$ cat config.mk
export PLATFORM = sky130hd
export DESIGN_NAME = rtnh_regs
export DESIGN_NICKNAME = d
export VERILOG_FILES = /design/src/rtnh_pkg.sv /design/src/rtnh_regs.sv
export SDC_FILE = /design/constraint.sdc
export NUM_CORES = 1
export LEC_CHECK = 0
export ABC_AREA = 1
export BUFFER_PORTS_ARGS = -buffer_cell sky130_fd_sc_hd__buf_2
export CAP_MARGIN = 20
export CORE_MARGIN = 10
export CORE_UTILIZATION = 50
export CTS_BUF_LIST = sky130_fd_sc_hd__clkbuf_8
export CTS_CLUSTER_SIZE = 25
export DETAILED_ROUTE_END_ITERATION = 8
export PLACE_DENSITY_LB_ADDON = 0.25
export SYNTH_ARGS = -nofsm -noshare
export SYNTH_HDL_FRONTEND = slang
export SYNTH_SLANG_ARGS = --single-unit
$ cat constraint.sdc
create_clock -name clk -period 3.6 [get_ports clk]
set_clock_uncertainty 0.2 [all_clocks]
set_input_delay 0.36 -clock clk [delete_from_list [all_inputs] [get_ports clk]]
set_output_delay 0.36 -clock clk [all_outputs]
set_load 0.02 [all_outputs]
$ cat src/rtnh_pkg.sv
// shared types, constants and helper functions for the ray/triangle nearest-hit core
package rtnh_pkg;

  localparam int FRAC_BITS = 16;
  localparam int COORD_W   = 32;
  localparam int TLIM_W    = 31;
  localparam int PROD_W    = 2 * COORD_W - FRAC_BITS;
  localparam int ACC_W     = PROD_W + 2;
  localparam int NUM_W     = ACC_W + 1;
  localparam int REM_W     = NUM_W + 1;
  localparam int DIV_CNT_W = $clog2(FRAC_BITS);
  localparam int ADDR_W    = 5;
  localparam int DATA_W    = 32;

  typedef logic signed [COORD_W-1:0] coord_t;

  // register indexes
  typedef enum logic [2:0] {
    REG_ORIGIN_X = 3'd0,
    REG_ORIGIN_Y = 3'd1,
    REG_ORIGIN_Z = 3'd2,
    REG_DIR_X    = 3'd3,
    REG_DIR_Y    = 3'd4,
    REG_DIR_Z    = 3'd5,
    REG_T_LIMIT  = 3'd6,
    REG_NONE     = 3'd7
  } reg_idx_t;

  typedef struct packed {
    coord_t              origin_x;
    coord_t              origin_y;
    coord_t              origin_z;
    coord_t              dir_x;
    coord_t              dir_y;
    coord_t              dir_z;
    logic [TLIM_W-1:0]   t_limit;
  } cfg_t;

  // whole-vector operations
  typedef enum logic [2:0] {
    VOP_NONE,
    VOP_SETUP,
    VOP_W_OA,
    VOP_W_QA,
    VOP_EDGE0,
    VOP_EDGE1,
    VOP_EDGE2
  } vop_t;

  // multiplier operand pairings
  typedef enum logic [2:0] {
    MS_NONE,
    MS_CROSS_EW,
    MS_CROSS_NE,
    MS_DOT_WN,
    MS_DOT_KW,
    MS_DIR_T,
    MS_DIR_BEST
  } msrc_t;

  typedef enum logic [1:0] {
    ACC_NONE,
    ACC_LOAD,
    ACC_ADD,
    ACC_SUB
  } acc_op_t;

  typedef enum logic [2:0] {
    ST_NONE,
    ST_N,
    ST_K,
    ST_D1,
    ST_D2,
    ST_P,
    ST_EDGE
  } st_t;

  typedef struct packed {
    logic     load;
    vop_t     vop;
    msrc_t    msrc;
    logic [2:0] cnt;
    acc_op_t  acc_op;
    st_t      st;
    logic     div_start;
    logic     best_upd;
    logic     emit;
  } cmd_t;

  typedef struct packed {
    logic opposite;
    logic div_done;
    logic t_in_limit;
    logic last;
    logic out_busy;
  } stat_t;

  // cross product operand components, two products per result component
  function automatic logic [1:0] cross_u(input logic [2:0] cnt);
    logic [1:0] r;
    unique case (cnt)
      3'd0:    r = 2'd1;
      3'd1:    r = 2'd2;
      3'd2:    r = 2'd2;
      3'd3:    r = 2'd0;
      3'd4:    r = 2'd0;
      default: r = 2'd1;
    endcase
    return r;
  endfunction

  function automatic logic [1:0] cross_v(input logic [2:0] cnt);
    logic [1:0] r;
    unique case (cnt)
      3'd0:    r = 2'd2;
      3'd1:    r = 2'd1;
      3'd2:    r = 2'd0;
      3'd3:    r = 2'd2;
      3'd4:    r = 2'd1;
      default: r = 2'd0;
    endcase
    return r;
  endfunction

  function automatic coord_t sat_acc(input logic signed [ACC_W-1:0] x);
    coord_t r;
    if ((&x[ACC_W-1:COORD_W-1]) || !(|x[ACC_W-1:COORD_W-1])) begin
      r = x[COORD_W-1:0];
    end else if (x[ACC_W-1]) begin
      r = {1'b1, {(COORD_W-1){1'b0}}};
    end else begin
      r = {1'b0, {(COORD_W-1){1'b1}}};
    end
    return r;
  endfunction

  function automatic coord_t sat_sub(input coord_t x, input coord_t y);
    logic signed [COORD_W:0] d;
    coord_t r;
    d = {x[COORD_W-1], x} - {y[COORD_W-1], y};
    if (d[COORD_W] == d[COORD_W-1]) begin
      r = d[COORD_W-1:0];
    end else if (d[COORD_W]) begin
      r = {1'b1, {(COORD_W-1){1'b0}}};
    end else begin
      r = {1'b0, {(COORD_W-1){1'b1}}};
    end
    return r;
  endfunction

  function automatic coord_t sat_add(input coord_t x, input coord_t y);
    logic signed [COORD_W:0] d;
    coord_t r;
    d = {x[COORD_W-1], x} + {y[COORD_W-1], y};
    if (d[COORD_W] == d[COORD_W-1]) begin
      r = d[COORD_W-1:0];
    end else if (d[COORD_W]) begin
      r = {1'b1, {(COORD_W-1){1'b0}}};
    end else begin
      r = {1'b0, {(COORD_W-1){1'b1}}};
    end
    return r;
  endfunction

endpackage

$ cat src/rtnh_regs.sv
// apb configuration registers: ray origin, direction and distance limit
module rtnh_regs import rtnh_pkg::*; (
  input  logic              clk,
  input  logic              rst_n,
  input  logic              psel,
  input  logic              penable,
  input  logic              pwrite,
  input  logic [ADDR_W-1:0] paddr,
  input  logic [DATA_W-1:0] pwdata,
  output logic [DATA_W-1:0] prdata,
  output logic              pready,
  output cfg_t              cfg
);

  cfg_t     cfg_r;
  reg_idx_t idx;

  assign idx    = reg_idx_t'(paddr[ADDR_W-1:2]);
  assign pready = 1'b1;
  assign cfg    = cfg_r;

  always_ff @(posedge clk) begin
    if (!rst_n) begin
      cfg_r.origin_x <= '0;
      cfg_r.origin_y <= '0;
      cfg_r.origin_z <= '0;
      cfg_r.dir_x    <= '0;
      cfg_r.dir_y    <= '0;
      cfg_r.dir_z    <= '0;
      cfg_r.t_limit  <= '1;
    end else if (psel && penable && pwrite) begin
      unique case (idx)
        REG_ORIGIN_X: cfg_r.origin_x <= pwdata;
        REG_ORIGIN_Y: cfg_r.origin_y <= pwdata;
        REG_ORIGIN_Z: cfg_r.origin_z <= pwdata;
        REG_DIR_X:    cfg_r.dir_x    <= pwdata;
        REG_DIR_Y:    cfg_r.dir_y    <= pwdata;
        REG_DIR_Z:    cfg_r.dir_z    <= pwdata;
        REG_T_LIMIT:  cfg_r.t_limit  <= pwdata[TLIM_W-1:0];
        default:      ;
      endcase
    end
  end

  always_comb begin
    unique case (idx)
      REG_ORIGIN_X: prdata = cfg_r.origin_x;
      REG_ORIGIN_Y: prdata = cfg_r.origin_y;
      REG_ORIGIN_Z: prdata = cfg_r.origin_z;
      REG_DIR_X:    prdata = cfg_r.dir_x;
      REG_DIR_Y:    prdata = cfg_r.dir_y;
      REG_DIR_Z:    prdata = cfg_r.dir_z;
      REG_T_LIMIT:  prdata = {{(DATA_W-TLIM_W){1'b0}}, cfg_r.t_limit};
      default:      prdata = '0;
    endcase
  end

endmodule

# Yosys cells after proc, flatten, opt, wreduce, memory -nomap -nowiden

Index checks and enable logic that the tools add are counted.

Register bits: 223
Output and inout port bits: 256

Mux-type cells: 1
Reduce and logical (&&, ||, !) cells: 10
Equality and inequality tests: 6

Operator list:

| cell                                          | number |
|---|---|
| one-hot mux 32 bit (7 select lines)           | 1 |
| AND reduction 2 bit                           | 7 |
| == test 3 bit, second input constant          | 3 |
| == test 3 x 2 -> 1 bit, second input constant | 2 |
| == test 3 x 1 -> 1 bit, second input constant | 1 |
| logical NOT 3 bit                             | 1 |
| logical AND 1 bit                             | 2 |

# Depth between registers and ports, before layout

Gate-level depths: netlist of the first run.

Depth after elaboration: 3
Depth in mapped cells: 8
Mapped depth without buffers: 7

# Worst setup path after synthesis of the first run

OpenSTA, ideal clock, no wires.

Path type: input-to-output
From: input paddr[3]
To: output prdata[10]
Setup slack: 1.686 ns
Data required time: 3.040 ns
Data arrival time: 1.354 ns
Cell stages on the path: 8
Buffers on the path: 3
Cell sequence: buf_2 -> nor2_1 -> buf_2 -> buf_2 -> nand3_1 -> nand2_1 -> nor2_1 -> nand2_1

Word-level cells in the longest chain between the ends: 2
Elaborated cells on any way between the ends: 8
Classes of those cells: eq/ne: 6; mux: 1; reduce/logical: 1

Ends and longest elaborated chain:

| item                                        | line            | text |
|---|---|---|
| start, declared                             | rtnh_regs.sv:8  | `input logic [ADDR_W-1:0] paddr,` |
| == test 3 bit, or another cell as far along | rtnh_regs.sv:46 | `unique case (idx)` |
| one-hot mux 32 bit (7 select lines) *       | rtnh_regs.sv:46 |  |
| end, declared                               | rtnh_regs.sv:10 | `output logic [DATA_W-1:0] prdata,` |

Every way passes the cells marked *; elsewhere a longest branch is shown, timed or not.

# Worst setup path after layout of the first run

From: input paddr[4]
To: output prdata[14]

The elaborated chain is that of the path after synthesis.

==> flow_summary.toml, run 1 <==
[global_route]
grt_pass1_wl_mm = 65.6
grt_overflow = 0
first_global_vias = 11500
antenna_found_initial = 0
grtUsageTotal_pct = 28.8
grt_max_degree = 224

[sta]
rsz0062_at_grt = "false"
worst_slack_ps = 974
hold_violations = 0
fmax_mhz = 381
min_period_ps = 2630
relSlewSlack_pct = 20.5
fin_crit_sh_pct = 72.9
fin_setup_tns_ps = 0
worst_pin_slew_ps = 1190
drv_slew = 0
setup_viol_count_final = 0

[routing]
ant_nets = 0
dr.pass1.iters = 6
wl_mm = 42.8
viasPerCell = 5.41
num_vias = 12400
first_iter_violations = 1287
routedWlPerCell_microns = 18.7
drc = 0

[cells_and_area]
largest_reg_flops = 223
drive_gt1_share_pct = 19.7
nNetsFinal = 2035
multi_input_area_sq_um = 5510
diodes = 0
fin_util_pct = 63.5
fillers = 2058
area_delta_synth_final_pct = 24.0
seq_area_sq_um = 4460

[clock_tree]
root_buffer = "clkbuf_8"
numCtsBuffers = 39
clockBufferDepth = 3
clkLatencyLatePin_ps = 540
hold_buffers = 31
path_clk_slew_ps = 60
cts.htree.levels = 2
postCtsSetupRepairBufs = 0
cts_tree = "done"
cts_resized = 0
cts_sinks = 223

[synth]
syn_inst = 1731
seq_area_frac_synth_pct = 41.2
ys_ff_latch = 223
syn_avg_cell_area_sq_um = 6.25
syn_nets = 1773
yosys_warnings = 0
netlist_area_sq_um = 10800
ys_types = 17

[worst_setup_path]
critPathKind = "input pin to primary output"
critical_path.endpoint_type = "primary output"
critPathMaxFanout = 31
critPathRequiredTime_ps = 3040
crit_path_top_delay_cell = "buf_4"
arrival_ps = 2070
critical-path-max-stage-delay_ps = 410
start_kind = "input pin"
path_cells = "buf_4 -> inv_2 -> nand3_1 -> buf_4 -> nor2_1 -> nor2_1 -> nand2_1 -> buf_2"

[die]
ios = 298
row_count = 53
die_h_microns = 167
die_area_sq_um = 27900
die_w_microns = 167
core_sq_um = 21200
initial_core_util_pct = 51.2

[outcome]
outcome = "complete, no violations"

[placed_design]
place_ws_ps = 939
io_buffers = 294
place_congestion = 0.956
dp_hpwl_mm = 28.4

[job]
max_cap_viol_count = 0

[power]
vdd_drop_max_mv = 0.268
p_leak_nw = 6.63
power_density_nw_per_um2 = 400

[hold_path]
worstHoldPathType = "input pin to flip-flop"
[layout by cell type (no fill, tap or decap)]
master         count
buf_6              1
clkbuf_8          49
nand3_1          226
nor2_1           478
o21ai_0           27
nor2_4             3
nand2_1          454
conb_1             1
dfxtp_1          223
inv_2              3
nand4_1           95
buf_2            292
inv_1             80
dlygate4sd3_1     31
nand3_2            3
nor2_2            10
buf_4             31
buf_12             5
inv_4              1
o21ai_1            4
[per-layer routing]
metal	routed length, microns	up-vias	track usage [%]	share of wire [%]
met1	15700	5588	33.0	37
met5	0	-	0	0
met2	20200	671	48.2	47
li1	-	6020	-	-
met4	2230	0	15.0	5.2
met3	4680	121	7.61	11
[through the flow]
stage	area [sq um]	hold WS, ps	power, W	instances
4_1_cts	13400	64.8	0.00539	2292
6_report	13400	89.8	0.00537	2292
2_1_floorplan	10800	286	0.00295	1731
3_5_place_dp	12400	285	0.00316	2196
3_3_place_gp	12400	277	0.00315	2196
5_1_grt	13400	128	0.00557	2292
[path summary, 6_finish.rpt]
| path | cells past startpoint | endpoint | slack (ps) | from |
|---|---|---|---|---|
| worst max-delay path | 8 | prdata[14] | 970 | paddr[4] |
| worst min register to register | 2 | cfg[20] | 290 | cfg[20] |
| worst min-delay path | 5 | cfg[62] | 90 | pwdata[31] |
| worst max register to register | 2 | cfg[21] | 2720 | cfg[21] |
[critical path: cells and delay by family]
kind / cells / cell delay [ps]
AND/OR/NAND/NOR: 4 / 600
buffers and inverters: 4 / 1080
[power breakdown]
part / switching, W / total, W / internal (W) / leakage (nW)
clock: 0.00102 / 0.00223 / 0.00121 / 0.438
sequential: 0.0000247 / 0.00253 / 0.00250 / 1.80
combinational: 0.000449 / 0.000621 / 0.000172 / 4.39
total: 0.00149 / 0.00537 / 0.00388 / 6.63
[synth_stat cells]
master	number	share of area [%]
buf_2	78	3.6
nand2_1	454	16
nor2_4	2	0.21
inv_1	65	2.3
nand4_1	95	5.5
nand3_2	2	0.18
conb_1	1	0.035
o21ai_0	27	1.2
inv_2	3	0.10
nor2_2	3	0.17
o21ai_1	4	0.18
buf_1	28	0.97
dfxtp_1	223	41
nand3_1	227	10
nor2_1	486	17
buf_4	2	0.14
clkbuf_1	31	1.1
[final cells by class]
| type | count | share of cell area, % |
|---|---|---|
| Multi-Input combinational cell | 1301 | 41.0 |
| Timing Repair Buffer | 360 | 15.8 |
| Sequential cell | 223 | 33.3 |
| Clock inverter | 16 | 0.447 |
| Tap cell | 275 | 2.56 |
| Clock buffer | 49 | 5.02 |
| Inverter | 68 | 1.92 |
[logic make-up after synthesis]
family	synth area share, %
AOI/OAI and AO/OA	1.43
buffers and inverters	8.15
DFF	41.2
other	0.0346
and+or+nand+nor	49.1
Power figures use the tool's default switching activity.
==> run 2: changes to the inputs <==
- clock period: 3.6 -> 2.7 ns (I/O delays scaled with it)
==> run 2 against run 1 <==
  * Register-to-register slack got worse by 1500 ps
  * Combinational power increased by 37%
  * Sequential cell count unchanged
  * First-iteration DRC count increased by 1.4%
  * Largest cell class unchanged
==> flow_summary.toml, run 2 (synthesis results as in run 1) <==
[outcome]
outcome = "complete, no violations"

[worst_setup_path]
critPathRequiredTime_ps = 2230
critical_path.endpoint_type = "primary output"
critPathMaxFanout = 39
arrival_ps = 2160
cp-startpoint = "paddr[2]"
start_kind = "input pin"
critPathKind = "input pin to primary output"
r2r_start = "cfg[11]"

[routing]
routedWlPerCell_microns = 18.8
first_iter_violations = 1305
wl_mm = 43.7
drc = 0
ant_nets = 0
dr.pass1.iters = 6
viasPerCell = 5.49
num_vias = 12800

[cells_and_area]
final_common_cell = "nor2_1"
diodes = 0
area_delta_synth_final_pct = 27.5
final_cell_mix = "nor2_1, nand2_1, buf_2, nand3_1, dfxtp_1"
largest_reg_flops = 223
nNetsFinal = 2066
layout.cells.non_filler = 2324
fillers = 1998
drive_gt1_share_pct = 20.0

[die]
initial_core_util_pct = 51.2
row_count = 53
die_w_microns = 167
core_sq_um = 21200
die_h_microns = 167
die_area_sq_um = 27900
ios = 298

[clock_tree]
root_buffer = "clkbuf_8"
cts.htree.levels = 2
cts_sinks = 223
cts_resized = 0
numCtsBuffers = 39
cts_tree = "done"
clkLatencyLatePin_ps = 540
path_clk_slew_ps = 60
clockBufferDepth = 3

[sta]
rsz0062_at_grt = "false"
worst_pin_slew_ps = 727
fin_setup_tns_ps = 0
min_period_ps = 2630
fin_crit_sh_pct = 97.3
fmax_mhz = 381
fin_hold_ws_ps = 223
drv_slew = 0
relSlewSlack_pct = 51.5
hold_violations = 0
setup_viol_count_final = 0

[global_route]
first_global_vias = 12100
grt_max_degree = 77
grt_overflow = 0
antenna_found_initial = 1
grtUsageTotal_pct = 29.5
grt_pass1_wl_mm = 67.6

[placed_design]
io_buffers = 294
placed_cells = 2204
dp_hpwl_mm = 29.3
place_congestion = 0.947

[power]
vdd_drop_max_mv = 0.338
p_leak_nw = 6.74
power_density_nw_per_um2 = 526

[hold_path]
worstHoldPathType = "input pin to flip-flop"
min_from = "penable"

[job]
max_cap_viol_count = 0
run 2: changes by cell type in the layout (fill, tap and decap cells not counted):
| cell | delta |
|---|---|
| dlygate4sd3_1 | +23 |
| buf_12 | +5 |
| clkinv_2 | +3 |
| inv_1 | -3 |
| buf_4 | +2 |
| buf_6 | +1 |
| clkbuf_8 | +1 |
run 2: path summary, 6_finish.rpt:
path	slack [ps]	depth (start not counted)	end
max	70	9	prdata[25]
min	220	5	cfg[174]
max reg2reg	1270	3	cfg[11]
min reg2reg	300	2	cfg[124]
run 2: layer usage:
metal | global-route usage (%) | vias to the layer above | share of wire, % | routed length (microns)
met1 | 33.5 | 5809 | 37 | 16100
li1 | - | 6081 | - | -
met5 | 0 | - | 0.041 | 18
met2 | 49.0 | 733 | 47 | 20500
met4 | 15.7 | 2 | 5.4 | 2360
met3 | 8.85 | 144 | 11 | 4700
run 2: worst max-delay path, cell delays in order:
cell,delay [ps]
buf_2,100
buf_4,460
inv_2,280
buf_12,250
nand4_1,100
nand2_1,120
nor2_1,270
nand2_1,90
buf_2,170
run 2: timing repair:
action | 4_1_cts | 5_1_grt
endpoints found under the hold margin | 93 | 0
hold buffers | 54 | 0
buffers inserted | 0 | 0
run 2: final cells by class:
| cell class | instances | area (sq um) | share of cell area (%) |
|---|---|---|---|
| Inverter | 68 | 258 | 1.87 |
| Timing Repair Buffer | 391 | 2470 | 17.9 |
| Clock inverter | 16 | 63.8 | 0.462 |
| Tap cell | 275 | 344 | 2.49 |
| Sequential cell | 223 | 4460 | 32.4 |
| Clock buffer | 50 | 688 | 4.99 |
| Multi-Input combinational cell | 1301 | 5510 | 39.9 |
run 2: where the power goes:
part	internal, W	switching [W]
registers	0.00333	0.0000330
clock network	0.00165	0.00140
logic	0.000247	0.000606
run 2: through the flow:
step | util [%] | total power (W) | setup WS, ps | area, sq um
after global routing | 65.2 | 0.00752 | 35.5 | 13800
after CTS | 65.2 | 0.00728 | 150 | 13800
final | 65.2 | 0.00726 | 73.7 | 13800
after floorplan | - | 0.00393 | 966 | 10800
after global placement | 59.1 | 0.00422 | 148 | 12500
after detailed placement | 59.1 | 0.00423 | 101 | 12500
==> run 3: changes to the inputs <==
==> constraint.sdc (replaced) <==
create_clock -name clk -period 2.7 [get_ports clk]
set_clock_uncertainty 0.2 [all_clocks]
set_input_delay 0.135 -clock clk [delete_from_list [all_inputs] [get_ports clk]]
set_output_delay 0.135 -clock clk [all_outputs]
set_load 0.02 [all_outputs]
==> run 3 against run 2 <==
  * First-iteration DRC count down 6.4%
  * Total power down 3.7%
  * Cell area down 0.92%
  * Register-to-register slack about the same
  * Routed wire length decreased by 0.78%
  * Via count decreased by 1.2%
  * Sequential power hardly changed
  * Die area unchanged
==> flow_summary.toml, run 3 (synthesis results as in run 1) <==
[outcome]
outcome = "complete, no violations"

[clock_tree]
numCtsBuffers = 39
clockBufferDepth = 3
hold_buffers = 54
cts_sinks = 223
cts_tree = "done"
clkLatencyLatePin_ps = 510
postCtsSetupRepairBufs = 0
path_clk_slew_ps = 60
cts.htree.levels = 2
root_buffer = "clkbuf_8"
cts_resized = 0

[routing]
first_iter_violations = 1221
routedWlPerCell_microns = 18.7
ant_nets = 0
num_vias = 12600
viasPerCell = 5.44
drc = 0
dr.pass1.iters = 5
wl_mm = 43.4

[global_route]
grt_overflow = 0
grt_max_degree = 76
antenna_found_initial = 1
grt_pass1_wl_mm = 66.3
first_global_vias = 11600
grtUsageTotal_pct = 28.9

[die]
row_count = 53
core_sq_um = 21200
die_h_microns = 167
initial_core_util_pct = 51.2
die_area_sq_um = 27900
ios = 298
die_w_microns = 167

[cells_and_area]
fin_util_pct = 64.6
final_cell_mix = "nor2_1, nand2_1, buf_2, nand3_1, dfxtp_1"
largest_reg_flops = 223
area_delta_synth_final_pct = 26.3
fillers = 1988
drive_gt1_share_pct = 19.6
final_common_cell = "nor2_1"
multi_input_area_sq_um = 5510
nNetsFinal = 2065
seq_area_sq_um = 4460

[placed_design]
dp_hpwl_mm = 28.9
io_buffers = 294
place_congestion = 0.906
place_ws_ps = 506

[worst_setup_path]
arrival_ps = 2400
critical_path.endpoint_type = "flip-flop"
critical-path-max-stage-delay_ps = 580
crit_family = "buffers and inverters"
critPathRequiredTime_ps = 2900
start_kind = "input pin"
crit_path_top_delay_cell = "dlygate4sd3_1"
path_cells = "buf_2 -> inv_2 -> buf_4 -> buf_4 -> nand3_2 -> buf_4 -> o21ai_0 -> nand3_1 -> dlygate4sd3_1"
critPathMostFrequentCell = "buf_4"
critPathKind = "input pin to flip-flop"
path_buf_inv = 6
critPathMaxFanout = 31

[hold_path]
worstHoldPathType = "input pin to flip-flop"

[sta]
setup_viol_count_final = 0
hold_violations = 0
relSlewSlack_pct = 46.8
fin_crit_sh_pct = 81.7
rsz0062_at_grt = "false"
drv_slew = 0
worst_slack_ps = 495
worst_pin_slew_ps = 798
fin_setup_tns_ps = 0
min_period_ps = 2200
fmax_mhz = 454

[power]
p_leak_nw = 6.67
vdd_drop_max_mv = 0.347
power_density_nw_per_um2 = 511

[job]
max_cap_viol_count = 0
==> run 3: cell types whose count changed in the layout (fill, tap and decap cells not counted), sizes merged <==
cell and delta:
buf -1, clkinv -2, diode +1, clkbuf -6, inv +1
==> run 3: worst paths after layout <==
| check | start | to | slack (ps) | depth (start not counted) |
|---|---|---|---|---|
| setup / recovery | paddr[2] | cfg[21] | 500 | 9 |
| hold reg to reg | cfg[0] | cfg[0] | 290 | 2 |
| hold / removal | penable | cfg[199] | 90 | 6 |
| setup reg to reg | cfg[25] | cfg[25] | 1260 | 3 |
==> run 3: layout make-up <==
type	instances	area share [%]
antenna	1	0.0183
timing repair buffer	390	17.8
multi-input combinational	1301	40.3
clock inverter	15	0.421
sequential	223	32.7
inverter	68	1.89
clock buffer	44	4.43
tap	275	2.52
==> run 3: power by group <==
group | total [W] | switching, W | internal [W]
sequential | 0.00337 | 0.0000334 | 0.00334
clock | 0.00278 | 0.00132 | 0.00146
combinational | 0.000842 | 0.000601 | 0.000241
total | 0.00699 | 0.00196 | 0.00504
==> run 3: metrics by stage <==
stage | hold WS [ps] | instance area (sq um) | cells | power [W]
final | 91.9 | 13700 | 2317 | 0.00699
after global routing | 130 | 13700 | 2317 | 0.00722
after CTS | 69.4 | 13700 | 2316 | 0.00700
after detailed placement | 165 | 12500 | 2203 | 0.00422
after global placement | 158 | 12500 | 2202 | 0.00421
after floorplan | 61.2 | 10800 | 1731 | 0.00393
==> run 3: layer usage <==
metal  global-route usage (%)  routed length (microns)  vias to the layer above
met5                        0                        0                        -
met4                     14.0                     2140                        0
met3                     8.08                     4410                      123
met2                     48.8                    20500                      690
met1                     33.1                    16300                     5735
li1                         -                        -                     6068
==> run 3: worst register-to-register path, delay by kind of cell (launching register included) <==
kind	cells	cell delay, ps
AOI/OAI and AO/OA	1	90
buffers and inverters	1	600
DFF	1	330
and+or+nand+nor	1	100
