File: src/rtnh_pkg.sv
// shared types, constants and helper functions for the ray/triangle nearest-hit core
package rtnh_pkg;

  localparam int FRAC_BITS = 16;
  localparam int COORD_W   = 32;
  localparam int TLIM_W    = 31;
  localparam int PROD_W    = 2 * COORD_W - FRAC_BITS;
  localparam int ACC_W     = PROD_W + 2;
  localparam int NUM_W     = ACC_W + 1;
  localparam int REM_W     = NUM_W + 1;
  localparam int DIV_CNT_W = $clog2(FRAC_BITS);
  localparam int ADDR_W    = 5;
  localparam int DATA_W    = 32;

  typedef logic signed [COORD_W-1:0] coord_t;

  // register indexes
  typedef enum logic [2:0] {
    REG_ORIGIN_X = 3'd0,
    REG_ORIGIN_Y = 3'd1,
    REG_ORIGIN_Z = 3'd2,
    REG_DIR_X    = 3'd3,
    REG_DIR_Y    = 3'd4,
    REG_DIR_Z    = 3'd5,
    REG_T_LIMIT  = 3'd6,
    REG_NONE     = 3'd7
  } reg_idx_t;

  typedef struct packed {
    coord_t              origin_x;
    coord_t              origin_y;
    coord_t              origin_z;
    coord_t              dir_x;
    coord_t              dir_y;
    coord_t              dir_z;
    logic [TLIM_W-1:0]   t_limit;
  } cfg_t;

  // whole-vector operations
  typedef enum logic [2:0] {
    VOP_NONE,
    VOP_SETUP,
    VOP_W_OA,
    VOP_W_QA,
    VOP_EDGE0,
    VOP_EDGE1,
    VOP_EDGE2
  } vop_t;

  // multiplier operand pairings
  typedef enum logic [2:0] {
    MS_NONE,
    MS_CROSS_EW,
    MS_CROSS_NE,
    MS_DOT_WN,
    MS_DOT_KW,
    MS_DIR_T,
    MS_DIR_BEST
  } msrc_t;

  typedef enum logic [1:0] {
    ACC_NONE,
    ACC_LOAD,
    ACC_ADD,
    ACC_SUB
  } acc_op_t;

  typedef enum logic [2:0] {
    ST_NONE,
    ST_N,
    ST_K,
    ST_D1,
    ST_D2,
    ST_P,
    ST_EDGE
  } st_t;

  typedef struct packed {
    logic     load;
    vop_t     vop;
    msrc_t    msrc;
    logic [2:0] cnt;
    acc_op_t  acc_op;
    st_t      st;
    logic     div_start;
    logic     best_upd;
    logic     emit;
  } cmd_t;

  typedef struct packed {
    logic opposite;
    logic div_done;
    logic t_in_limit;
    logic last;
    logic out_busy;
  } stat_t;

  // cross product operand components, two products per result component
  function automatic logic [1:0] cross_u(input logic [2:0] cnt);
    logic [1:0] r;
    unique case (cnt)
      3'd0:    r = 2'd1;
      3'd1:    r = 2'd2;
      3'd2:    r = 2'd2;
      3'd3:    r = 2'd0;
      3'd4:    r = 2'd0;
      default: r = 2'd1;
    endcase
    return r;
  endfunction

  function automatic logic [1:0] cross_v(input logic [2:0] cnt);
    logic [1:0] r;
    unique case (cnt)
      3'd0:    r = 2'd2;
      3'd1:    r = 2'd1;
      3'd2:    r = 2'd0;
      3'd3:    r = 2'd2;
      3'd4:    r = 2'd1;
      default: r = 2'd0;
    endcase
    return r;
  endfunction

  function automatic coord_t sat_acc(input logic signed [ACC_W-1:0] x);
    coord_t r;
    if ((&x[ACC_W-1:COORD_W-1]) || !(|x[ACC_W-1:COORD_W-1])) begin
      r = x[COORD_W-1:0];
    end else if (x[ACC_W-1]) begin
      r = {1'b1, {(COORD_W-1){1'b0}}};
    end else begin
      r = {1'b0, {(COORD_W-1){1'b1}}};
    end
    return r;
  endfunction

  function automatic coord_t sat_sub(input coord_t x, input coord_t y);
    logic signed [COORD_W:0] d;
    coord_t r;
    d = {x[COORD_W-1], x} - {y[COORD_W-1], y};
    if (d[COORD_W] == d[COORD_W-1]) begin
      r = d[COORD_W-1:0];
    end else if (d[COORD_W]) begin
      r = {1'b1, {(COORD_W-1){1'b0}}};
    end else begin
      r = {1'b0, {(COORD_W-1){1'b1}}};
    end
    return r;
  endfunction

  function automatic coord_t sat_add(input coord_t x, input coord_t y);
    logic signed [COORD_W:0] d;
    coord_t r;
    d = {x[COORD_W-1], x} + {y[COORD_W-1], y};
    if (d[COORD_W] == d[COORD_W-1]) begin
      r = d[COORD_W-1:0];
    end else if (d[COORD_W]) begin
      r = {1'b1, {(COORD_W-1){1'b0}}};
    end else begin
      r = {1'b0, {(COORD_W-1){1'b1}}};
    end
    return r;
  endfunction

endpackage

File: src/rtnh_ctrl.sv
// controller: sequences the per-triangle operations on the datapath
module rtnh_ctrl import rtnh_pkg::*; (
  input  logic  clk,
  input  logic  rst_n,
  input  logic  in_valid,
  output logic  in_ready,
  input  stat_t stat,
  output cmd_t  cmd
);

  typedef enum logic [4:0] {
    S_IDLE, S_SETUP, S_CROSS_N, S_WOA, S_D1, S_WQA, S_D2, S_DRAIN, S_SIGN,
    S_DIV, S_LIM, S_PT, S_EV, S_CROSS_K, S_DK, S_BEST, S_NEXT, S_OPT, S_EMIT
  } state_t;

  state_t     state_r, state_nxt, ret_r, ret_nxt;
  logic [2:0] cnt_r, cnt_nxt;
  logic [1:0] edge_r, edge_nxt;

  assign in_ready = (state_r == S_IDLE);

  always_comb begin
    state_nxt = state_r;
    ret_nxt   = ret_r;
    cnt_nxt   = cnt_r;
    edge_nxt  = edge_r;
    cmd       = '{load: 1'b0, vop: VOP_NONE, msrc: MS_NONE, cnt: cnt_r,
                  acc_op: ACC_NONE, st: ST_NONE, div_start: 1'b0,
                  best_upd: 1'b0, emit: 1'b0};
    unique case (state_r)
      S_IDLE: begin
        if (in_valid) begin
          cmd.load  = 1'b1;
          state_nxt = S_SETUP;
        end
      end
      S_SETUP: begin
        cmd.vop   = VOP_SETUP;
        cnt_nxt   = '0;
        state_nxt = S_CROSS_N;
      end
      S_CROSS_N: begin
        cmd.msrc   = MS_CROSS_EW;
        cmd.acc_op = cnt_r[0] ? ACC_SUB : ACC_LOAD;
        cmd.st     = cnt_r[0] ? ST_N : ST_NONE;
        cnt_nxt    = cnt_r + 3'd1;
        if (cnt_r == 3'd5) state_nxt = S_WOA;
      end
      S_WOA: begin
        cmd.vop   = VOP_W_OA;
        cnt_nxt   = '0;
        state_nxt = S_D1;
      end
      S_D1: begin
        cmd.msrc   = MS_DOT_WN;
        cmd.acc_op = (cnt_r == 3'd0) ? ACC_LOAD : ACC_ADD;
        cmd.st     = (cnt_r == 3'd2) ? ST_D1 : ST_NONE;
        cnt_nxt    = cnt_r + 3'd1;
        if (cnt_r == 3'd2) state_nxt = S_WQA;
      end
      S_WQA: begin
        cmd.vop   = VOP_W_QA;
        cnt_nxt   = '0;
        state_nxt = S_D2;
      end
      S_D2: begin
        cmd.msrc   = MS_DOT_WN;
        cmd.acc_op = (cnt_r == 3'd0) ? ACC_LOAD : ACC_ADD;
        cmd.st     = (cnt_r == 3'd2) ? ST_D2 : ST_NONE;
        cnt_nxt    = cnt_r + 3'd1;
        if (cnt_r == 3'd2) begin
          state_nxt = S_DRAIN;
          ret_nxt   = S_SIGN;
        end
      end
      S_DRAIN: begin
        // last accumulate of the previous run lands here
        cnt_nxt   = '0;
        state_nxt = ret_r;
      end
      S_SIGN: begin
        if (stat.opposite) begin
          cmd.div_start = 1'b1;
          state_nxt     = S_DIV;
        end else begin
          state_nxt = S_NEXT;
        end
      end
      S_DIV: begin
        if (stat.div_done) state_nxt = S_LIM;
      end
      S_LIM: begin
        cnt_nxt   = '0;
        edge_nxt  = '0;
        state_nxt = stat.t_in_limit ? S_PT : S_NEXT;
      end
      S_PT: begin
        cmd.msrc = MS_DIR_T;
        cmd.st   = ST_P;
        cnt_nxt  = cnt_r + 3'd1;
        if (cnt_r == 3'd2) begin
          state_nxt = S_DRAIN;
          ret_nxt   = S_EV;
        end
      end
      S_EV: begin
        unique case (edge_r)
          2'd0:    cmd.vop = VOP_EDGE0;
          2'd1:    cmd.vop = VOP_EDGE1;
          default: cmd.vop = VOP_EDGE2;
        endcase
        cnt_nxt   = '0;
        state_nxt = S_CROSS_K;
      end
      S_CROSS_K: begin
        cmd.msrc   = MS_CROSS_NE;
        cmd.acc_op = cnt_r[0] ? ACC_SUB : ACC_LOAD;
        cmd.st     = cnt_r[0] ? ST_K : ST_NONE;
        cnt_nxt    = cnt_r + 3'd1;
        if (cnt_r == 3'd5) begin
          state_nxt = S_DRAIN;
          ret_nxt   = S_DK;
        end
      end
      S_DK: begin
        cmd.msrc   = MS_DOT_KW;
        cmd.acc_op = (cnt_r == 3'd0) ? ACC_LOAD : ACC_ADD;
        cmd.st     = (cnt_r == 3'd2) ? ST_EDGE : ST_NONE;
        cnt_nxt    = cnt_r + 3'd1;
        if (cnt_r == 3'd2) begin
          state_nxt = S_DRAIN;
          if (edge_r == 2'd2) begin
            ret_nxt = S_BEST;
          end else begin
            ret_nxt  = S_EV;
            edge_nxt = edge_r + 2'd1;
          end
        end
      end
      S_BEST: begin
        cmd.best_upd = 1'b1;
        state_nxt    = S_NEXT;
      end
      S_NEXT: begin
        cnt_nxt   = '0;
        state_nxt = stat.last ? S_OPT : S_IDLE;
      end
      S_OPT: begin
        cmd.msrc = MS_DIR_BEST;
        cmd.st   = ST_P;
        cnt_nxt  = cnt_r + 3'd1;
        if (cnt_r == 3'd2) begin
          state_nxt = S_DRAIN;
          ret_nxt   = S_EMIT;
        end
      end
      S_EMIT: begin
        if (!stat.out_busy) begin
          cmd.emit  = 1'b1;
          state_nxt = S_IDLE;
        end
      end
      default: state_nxt = S_IDLE;
    endcase
  end

  always_ff @(posedge clk) begin
    if (!rst_n) begin
      state_r <= S_IDLE;
      ret_r   <= S_IDLE;
      cnt_r   <= '0;
      edge_r  <= '0;
    end else begin
      state_r <= state_nxt;
      ret_r   <= ret_nxt;
      cnt_r   <= cnt_nxt;
      edge_r  <= edge_nxt;
    end
  end

endmodule

File: config.mk
export PLATFORM = sky130hd
export DESIGN_NAME = rtnh_ctrl
export DESIGN_NICKNAME = d
export VERILOG_FILES = /design/src/rtnh_pkg.sv /design/src/rtnh_ctrl.sv
export SDC_FILE = /design/constraint.sdc
export NUM_CORES = 1
export LEC_CHECK = 0
export BUFFER_PORTS_ARGS = -buffer_cell sky130_fd_sc_hd__buf_4
export CORE_MARGIN = 1.5
export CORE_UTILIZATION = 56
export CTS_CLUSTER_SIZE = 20
export DETAILED_ROUTE_END_ITERATION = 16
export HOLD_SLACK_MARGIN = 0.15
export PLACE_DENSITY = 0.88
export SLEW_MARGIN = 10
export SYNTH_ARGS = -nofsm -noshare
export SYNTH_HDL_FRONTEND = slang
export SYNTH_SLANG_ARGS = --single-unit
File: constraint.sdc
create_clock -name clk -period 2.4 [get_ports clk]
set_input_delay 0.12 -clock clk [delete_from_list [all_inputs] [get_ports clk]]
set_output_delay 0.12 -clock clk [all_outputs]
set_load 0.005 [all_outputs]
# After elaboration in Yosys (flattened, before gate mapping)
# Index checks and enable logic that the tools add are counted.
[totals]
reg_bits = 15
output_inout_bits = 19
elab_cells = 97
[classes]
add_sub_neg = 2
n_eq_ne = 34
muxes = 41
reduce_logical = 16
[ops]
columns = ["operator", "n"]
rows = [
  ["case mux 5 bit (16 select lines)", 1],
  ["2-to-1 mux 5 bit", 15],
  ["equality test 5 x 4 -> 1 bit, second input constant", 8],
  ["case mux 3 bit (6 select lines)", 2],
  ["case mux 5 bit (5 select lines)", 1],
  ["!= test 2 bit, second input constant", 11],
  ["equality test 5 x 3 -> 1 bit, second input constant", 4],
  ["equality test 5 bit, second input constant", 3],
  ["2-to-1 mux 2 bit", 7],
  ["OR reduction 7 bit", 2],
  ["case mux 2 bit (2 select lines)", 3],
  ["case mux 3 bit (4 select lines)", 1],
  ["equality test 5 x 2 -> 1 bit, second input constant", 2],
  ["2-to-1 mux 1 bit", 8],
  ["AND reduction 7 bit", 1],
  ["2-to-1 mux 3 bit", 2],
  ["case mux 3 bit (2 select lines)", 1],
  ["AND reduction 6 bit", 1],
  ["OR reduction 2 bit", 3],
  ["equality test 5 x 1 -> 1 bit, second input constant", 1],
  ["zero test 5 bit", 1],
  ["nonzero test 5 bit", 1],
  ["nonzero test 2 bit", 2],
  ["OR reduction 4 bit", 1],
  ["11 further kinds", 11],
]

# Logic depth before layout (Yosys ltp)
# Gate-level depths: netlist (run 1).
[depth]
ltp_word = 4
mapped_depth = 8
depth_no_buf = 7

# Worst setup path after synthesis (run 1)
# Ideal clock, no wire load.
[synth_path]
kind = "register -> register"
startpoint = "register state_r[1]"
endpoint = "register state_r[4]"
setup_ns = 0.116
arrival_ns = 1.599
path_slack_ns = 0.686
stages_incl_launch_ff = 9
n_path_buf = 3
period_less_slack_ns = 1.714
path_cell_list = "dfxtp_1 -> buf_4 -> or2_2 -> buf_6 -> nor3_2 -> a221o_1 -> a211o_1 -> buf_6 -> a31o_1"
[synth_rtl]
columns = ["item", "line_no", "text"]
rows = [
  ["start: declaration", "rtnh_ctrl.sv:16", "state_t state_r, state_nxt, ret_r, ret_nxt;"],
  ["start signal: assignment", "rtnh_ctrl.sv:174", "state_r <= state_nxt;"],
  ["zero test 5 bit (*)", "-", ""],
  ["via in_ready", "rtnh_ctrl.sv:6", "output logic in_ready,"],
  ["!= test 2 bit (no line)", "-", ""],
  ["AND reduction 7 bit (no line)", "-", ""],
]
# The timed path passes the listed nets; every way through them passes the cells marked *.
# A chain may end at the register's enable or synchronous reset.

==> out/results.tsv, run 1 <==
stage	metric	value	unit
job	Max-cap violations	0	
die	Die ar.	0.00311	mm²
timing	Tmin final	2240	ps
cts	CTS Sinks	15	
critical_path	Worst setup EP type	output port	
timing	Fin. Hold Viols	0	
global_routing	first-pass GRT wire length	6470	µm
timing	part of the cycle the worst path needs	93.3	%
yosys	largest family of logic cells by synthesized area	simple AND/OR/NAND/NOR gates	
global_routing	vias in the first global route	1333	
timing	Slew Viols, Final	0	
drt	Pre-antenna DRT Iters	4	
yosys	Syn Nets	227	
final_layout	commonest non-fill, non-tap cell in the layout	buf_4	
hold_path	worst min path class	input pin to flop	
cts	post-CTS sizing	0	
die	FP Rows	18	
yosys	Syn Inst Count	212	
die	overall die width	55.8	µm
critical_path	Max FO, Critical Path	17	
cts	cts hold-fix bufs	0	
final_layout	commonest cells after routing, fill and taps aside	buf_4 (31), nand2_1 (16), dfxtp_1 (15)	
cts	CTS Buffer Depth	2	
die	initial core utilization	61.3	%
critical_path	crit path DAT	2120	ps
final_layout	Final #Nets	245	
drt	post-route ant nets	0	
final_layout	Antenna diodes	0	
critical_path	CP Launch Type	flop	
pwr	pwr dens	694	mW/mm²
timing	Max Clk Rate	447	MHz
timing	Setup Skew	5.19	ps
yosys	Syn Area/Cell	7.35	µm²
yosys	Synth async-reset ratio	0	%
global_routing	largest net degree at the start of global routing	34	
cts	Num CTS Buffers	3	
drt	WL final	4240	µm
cts	TritonCTS clock tree	built	
critical_path	worst path buffer plus inverter count	2	
yosys	Synth Flop Type	dfxtp_1	
yosys	mapped cell area	0.00156	mm²
timing	post-route setup TNS	0	ps
global_routing	GRT overflow	0	
critical_path	crit-path cells	inv_1, o21ai_0, nor2b_1, or2_2, buf_4	
hold_path	hold path startpoint	rst_n	
yosys	XOR/XNOR share of the synthesized area	1.12	%
yosys	number of enable flip-flop cells after synthesis	0	
drt	initial DRC count	128	
critical_path	CP delay by family, top	flip-flops	
die	Die H	55.8	µm
yosys	cell taking the most area after synthesis	dfxtp_1	
yosys	Synth Area in Adders	5.62	%
cts	clk root buf	clkbuf_4	
yosys	multiplexer share of the synthesized area	5.22	%
hold_path	worst hold stages	2	
drt	vias per inst	6.39	
critical_path	CP Depth	5	
critical_path	Slowest-stage cell, CP	dfxtp_1	
die	io pins	27	
timing	RSZ-0062 raised after global routing	false	
critical_path	CP Class	flop to output port	
pwr	leakage	0.000694	µW
cts	H-tree depth	1	
critical_path	worst path required time	2280	ps
yosys	Simple-Gate Fraction of Synth Area	34.4	%
timing	# setup viols final	0	
drt	wire length per cell	16.4	µm
yosys	top cell type's share of synthesized area	19.3	%
yosys	sequential-to-total area share from yosys stat	19.3	%
cts	Worst-Skew Late Latency	300	ps
timing	Slew headroom	65.9	%
critical_path	Critical Path Max Stage Delay	650	ps
yosys	complex-gate fraction of the synthesized area	24.9	%
cts	Post-CTS Setup Inserts	0	
place	GPL Wtd Cong	0.951	
place	Port Buf Inserts	26	
critical_path	FF-to-FF Start	state_r[4]	
yosys	post-synthesis cell type count	55	
pwr	peak supply drop	0.815	mV
global_routing	All-Layer GR Usage	26.2	%
cts	clk slew on worst S/H paths	90	ps
drt	Remaining DRCs	0	
final_layout	area delta synth->final	13.5	%
run_status	status	finished clean	
drt	Vias	1654	
yosys	Syn. warnings	0	
global_routing	antenna violations before repair	0	
timing	Least-Margin Pin Slew	510	ps
place	DPL Wire Length	3050	µm
yosys	flops & latches, synth	15	
yosys	synth top area cells	dfxtp_1 (19%), ha_1 (5.6%), nor2b_1 (5.6%)	
final_layout	share of cells above drive strength 1	18.3	%
die	CORE AREA	0.00254	mm²
critical_path	Worst Setup SP	state_r[3]	
critical_path	FF-to-FF path depth	6	
timing	Min Hold Slack	165	ps
worst reg2reg max path: cells and delay by family (launching register included):
kind	cells	cell delay (ps)
AO/OA/AOI/OAI	3	670
flip-flops	1	560
AND/OR/NAND/NOR	1	390
buffers and inverters	1	280
multiplexers	1	210
path summary, 6_finish.rpt:
| path | slack [ps] | endpoint |
|---|---|---|
| max | 160 | cmd[6] |
| min | 170 | ret_r[3] |
| max reg2reg | 220 | state_r[1] |
| min reg2reg | 500 | ret_r[4] |
power breakdown:
| group | switching, µW | internal (µW) | total [µW] | leakage (µW) |
|---|---|---|---|---|
| Clock | 87.5 | 64.8 | 152 | 0.0000150 |
| Sequential | 36.5 | 275 | 311 | 0.000121 |
| Combinational | 427 | 337 | 765 | 0.000557 |
routing by layer:
| layer | share of wire (%) | up-vias | wire length (µm) | GRT usage (%) |
|---|---|---|---|---|
| met5 | 0 | - | 0 | 0 |
| met2 | 46 | 109 | 1950 | 41.5 |
| met4 | 1.8 | 0 | 78 | 11.8 |
| li1 | - | 800 | - | - |
| met1 | 41 | 736 | 1750 | 35.4 |
| met3 | 11 | 9 | 465 | 3.26 |
logic make-up after synthesis:
logic type      after synthesis
compound gates               55
mux                           8
flops                        15
fa+ha+maj                     7
buf+inv                      30
xor+xnor                      2
simple gates                 95
cell type report:
type | instances | area (µm²)
timing repair buffer | 32 | 253
tap | 30 | 37.5
multi-input combinational | 167 | 1110
inverter | 11 | 41.3
sequential | 15 | 300
clock buffer | 4 | 26.3
fill | 224 | 776
state kept, by name, indices dropped and copies added, names as in the netlist:
register	flops
cnt_r	3
edge_r	2
ret_r	5
state_r	5
cell usage after synthesis, types with 2 or more instances:
cell,instances
nand4_1,5
o211ai_1,2
nand4b_1,3
nor4_1,5
a21oi_1,9
nand3_1,7
nor3_1,5
dfxtp_1,15
inv_1,10
buf_6,2
nor2b_1,14
nand2b_1,7
or2_2,4
a21boi_0,2
o21ai_0,12
ha_1,7
o31ai_1,2
a22oi_1,2
a211o_1,4
a31oi_1,2
o211a_1,2
nor3b_1,3
o22ai_1,5
nor2_1,13
o21bai_1,2
buf_4,2
buf_2,10
nand3b_1,3
nand2_1,16
and2_1,2
clkbuf_1,4
and3_1,2
mux2i_1,7
per-stage QoR:
step                worst slack, ps  cell area [µm²]  std cells  utilization [%]  power [µW]
floorplan                       686             1560        212                -         909
global placement                369             1740        255             68.5        1060
detailed placement              281             1740        255             68.5        1060
CTS                             223             1770        259             69.5        1210
global route                   9.94             1770        259             69.5        1310
finish                          162             1770        259             69.5        1230
Note: power is estimated with default switching activity, not from simulation.
==> run 2: changes to the inputs <==
--- a/config.mk
+++ b/config.mk
@@ -5,13 +5,14 @@
 export SDC_FILE = /design/constraint.sdc
 export NUM_CORES = 1
 export LEC_CHECK = 0
+export ABC_AREA = 1
 export BUFFER_PORTS_ARGS = -buffer_cell sky130_fd_sc_hd__buf_4
 export CORE_MARGIN = 1.5
-export CORE_UTILIZATION = 56
+export CORE_UTILIZATION = 54
 export CTS_CLUSTER_SIZE = 20
 export DETAILED_ROUTE_END_ITERATION = 16
 export HOLD_SLACK_MARGIN = 0.15
-export PLACE_DENSITY = 0.88
+export PLACE_DENSITY = 0.87
 export SLEW_MARGIN = 10
 export SYNTH_ARGS = -nofsm -noshare
 export SYNTH_HDL_FRONTEND = slang
==> run 2 against run 1 <==
  * Global-route usage grew 1.8 points
  * Register-to-register slack gained 470 ps
  * Wire length shrank 17%
  * Critical path depth grew 1
  * Sequential power grew 2%
  * Sequential share of layout area grew 2.4 points
  * Sequential cell count is the same
  * Cell area shrank 12%
  * Critical path type unchanged
  * Largest power group unchanged
==> out/results.tsv, run 2 <==
stage	metric	value	unit
yosys	most numerous cell in the Yosys netlist	nand2_1	
yosys	cell taking the most area after synthesis	dfxtp_1	
timing	Fin. Hold Viols	0	
critical_path	Worst setup EP type	output port	
final_layout	share of cells above drive strength 1	21.5	%
cts	Num CTS Buffers	3	
place	Port Buf Inserts	26	
final_layout	fin area	0.00155	mm²
job	Max-cap violations	0	
yosys	Synth async-reset ratio	0	%
place	GPL Wtd Cong	0.945	
timing	Slew headroom	76.8	%
final_layout	commonest cells after routing, fill and taps aside	nand2_1 (55), nor2_1 (30), buf_4 (26)	
critical_path	worst path required time	2280	ps
global_routing	vias in the first global route	1320	
pwr	Psw	457	µW
pwr	pwr dens	639	mW/mm²
critical_path	worst path buffer plus inverter count	2	
die	io pins	27	
yosys	Synth Flop Type	dfxtp_1	
critical_path	crit path DAT	1900	ps
yosys	Syn. warnings	0	
final_layout	Final #Nets	263	
global_routing	GRT overflow	0	
final_layout	area delta synth->final	20.1	%
critical_path	CP Launch Type	flop	
drt	initial DRC count	67	
final_layout	commonest non-fill, non-tap cell in the layout	nand2_1	
critical_path	Critical Path Max Stage Delay	410	ps
place	DPL Wire Length	2800	µm
drt	Remaining DRCs	0	
drt	WL final	3530	µm
die	Die H	51.9	µm
yosys	synth top area cells	dfxtp_1 (23%), nand2_1 (16%), nand3_1 (8.9%)	
global_routing	antenna violations before repair	0	
die	CORE AREA	0.00223	mm²
timing	final worst slack	384	ps
cts	CTS Buffer Depth	2	
global_routing	largest net degree at the start of global routing	10	
drt	post-route ant nets	0	
hold_path	worst min path class	input pin to flop	
critical_path	CP delay by family, top	simple AND/OR/NAND/NOR gates	
cts	H-tree depth	1	
timing	post-route setup TNS	0	ps
pwr	Comb pwr share	53.0	%
yosys	top cell type's share of synthesized area	23.3	%
yosys	Syn Inst Count	217	
yosys	post-synthesis cell type count	25	
pwr	peak supply drop	0.517	mV
cts	Worst-Skew Late Latency	290	ps
timing	Least-Margin Pin Slew	345	ps
drt	Pre-antenna DRT Iters	4	
pwr	switching fraction of total power	46.1	%
global_routing	All-Layer GR Usage	28.0	%
place	pre-CTS WS	730	ps
yosys	mapped cell area	0.00129	mm²
drt	vias per inst	5.59	
die	initial core utilization	57.8	%
timing	Max Clk Rate	496	MHz
yosys	Syn Area/Cell	5.95	µm²
cts	clk slew on worst S/H paths	90	ps
yosys	number of enable flip-flop cells after synthesis	0	
yosys	Syn Nets	232	
global_routing	first-pass GRT wire length	5620	µm
pwr	internal power	535	µW
critical_path	CP Class	flop to output port	
timing	RSZ-0062 raised after global routing	false	
cts	clk root buf	clkbuf_4	
final_layout	Regs by FF count	ret_r x5, state_r x5, cnt_r x3	
timing	Tmin final	2020	ps
timing	# setup viols final	0	
critical_path	Slowest-stage cell, CP	dfxtp_1	
critical_path	Max FO, Critical Path	8	
run_status	status	finished clean	
timing	part of the cycle the worst path needs	84.0	%
die	Die ar.	0.00269	mm²
pwr	leakage	0.000825	µW
die	overall die width	51.9	µm
final_layout	Antenna diodes	0	
timing	Slew Viols, Final	0	
cts	TritonCTS clock tree	built	
drt	wire length per cell	12.8	µm
yosys	most instantiated cells after synthesis	nand2_1 (55), nor2_1 (30), inv_1 (25)	
yosys	sequential-to-total area share from yosys stat	23.3	%
cts	CTS Sinks	15	
timing	Setup Skew	6.84	ps
yosys	flops & latches, synth	15	
place	placed cell areas	0.00151	mm²
pwr	Flop pwr share	32.0	%
critical_path	crit-path cells	nor2_1, nand2_1, nor2_2, inv_1, o311ai_1, buf_4	
die	FP Rows	17	
drt	Vias	1537	
pwr	clock share of power	15.0	%
-- run 2: changes by cell type in the layout (fill, tap and decap cells not counted), moves of 8 or more --
cell,delta
inv_1,+15
inv_2,+8
nor2_1,+17
nand2_1,+39
nor2b_1,-14
nand3_1,+16
-- run 2: per-layer routing --
metal	vias up	GRT usage, %	part of all wire (%)	wire [µm]
met5	-	0	0	0
met4	0	12.7	3.5	124
met3	15	4.60	8.0	281
met2	74	46.2	46	1620
met1	682	35.5	42	1500
li1	766	-	-	-
-- run 2: worst register-to-register path: cells and delay by family (launching register included) --
kind | cells | cell delay [ps]
and+or+nand+nor | 10 | 960
DFF | 1 | 530
buffers and inverters | 1 | 120
-- run 2: area by class of cell --
| class | instances | area, µm² |
|---|---|---|
| Clock buffer | 4 | 26.3 |
| Sequential cell | 15 | 300 |
| Tap cell | 28 | 35.0 |
| Inverter | 34 | 128 |
| Fill cell | 230 | 683 |
| Timing Repair Buffer | 27 | 205 |
| Multi-Input combinational cell | 167 | 856 |
-- run 2: path summary, 6_finish.rpt --
check                                 from          to  slack (ps)  cells past startpoint
worst max-delay path            state_r[1]     cmd[15]         380                      6
worst min-delay path               stat[1]  state_r[4]         280                      5
worst max register to register  state_r[1]    ret_r[4]         690                     11
worst min register to register    ret_r[1]    ret_r[1]         500                      2
-- run 2: cells by family (layout without fill, tap and decap cells) --
group / count (synthesis) / after routing / share of synthesized area, %
AND/OR/NAND/NOR: 134 / 134 / 47.9
buffers and inverters: 35 / 65 / 10.5
adder cells (fa/ha/maj): 7 / 7 / 6.78
flip-flops: 15 / 15 / 23.3
AO/OA/AOI/OAI: 25 / 25 / 10.9
XOR/XNOR: 1 / 1 / 0.678
-- run 2: what timing repair did --
action | CTS | global route
hold endpoints to repair | 6 | 0
buffers inserted | 0 | 0
resized for setup | 0 | 0
hold buffers | 1 | 0
-- run 2: power by group through the flow --
stage / logic, µW / registers (µW) / clock network [µW]
floorplan: 366 / 301 / 0
global placement: 509 / 321 / 0
detailed placement: 513 / 321 / 0
CTS: 520 / 316 / 150
global route: 584 / 322 / 157
finish: 525 / 317 / 149
-- run 2: per-stage QoR --
step,std cells,utilization (%),total power [µW],hold slack (ps)
global placement,270,67.8,830,397
global route,275,69.4,1060,336
detailed placement,270,67.8,835,403
finish,275,69.4,991,281
CTS,275,69.4,985,274
floorplan,217,-,667,240
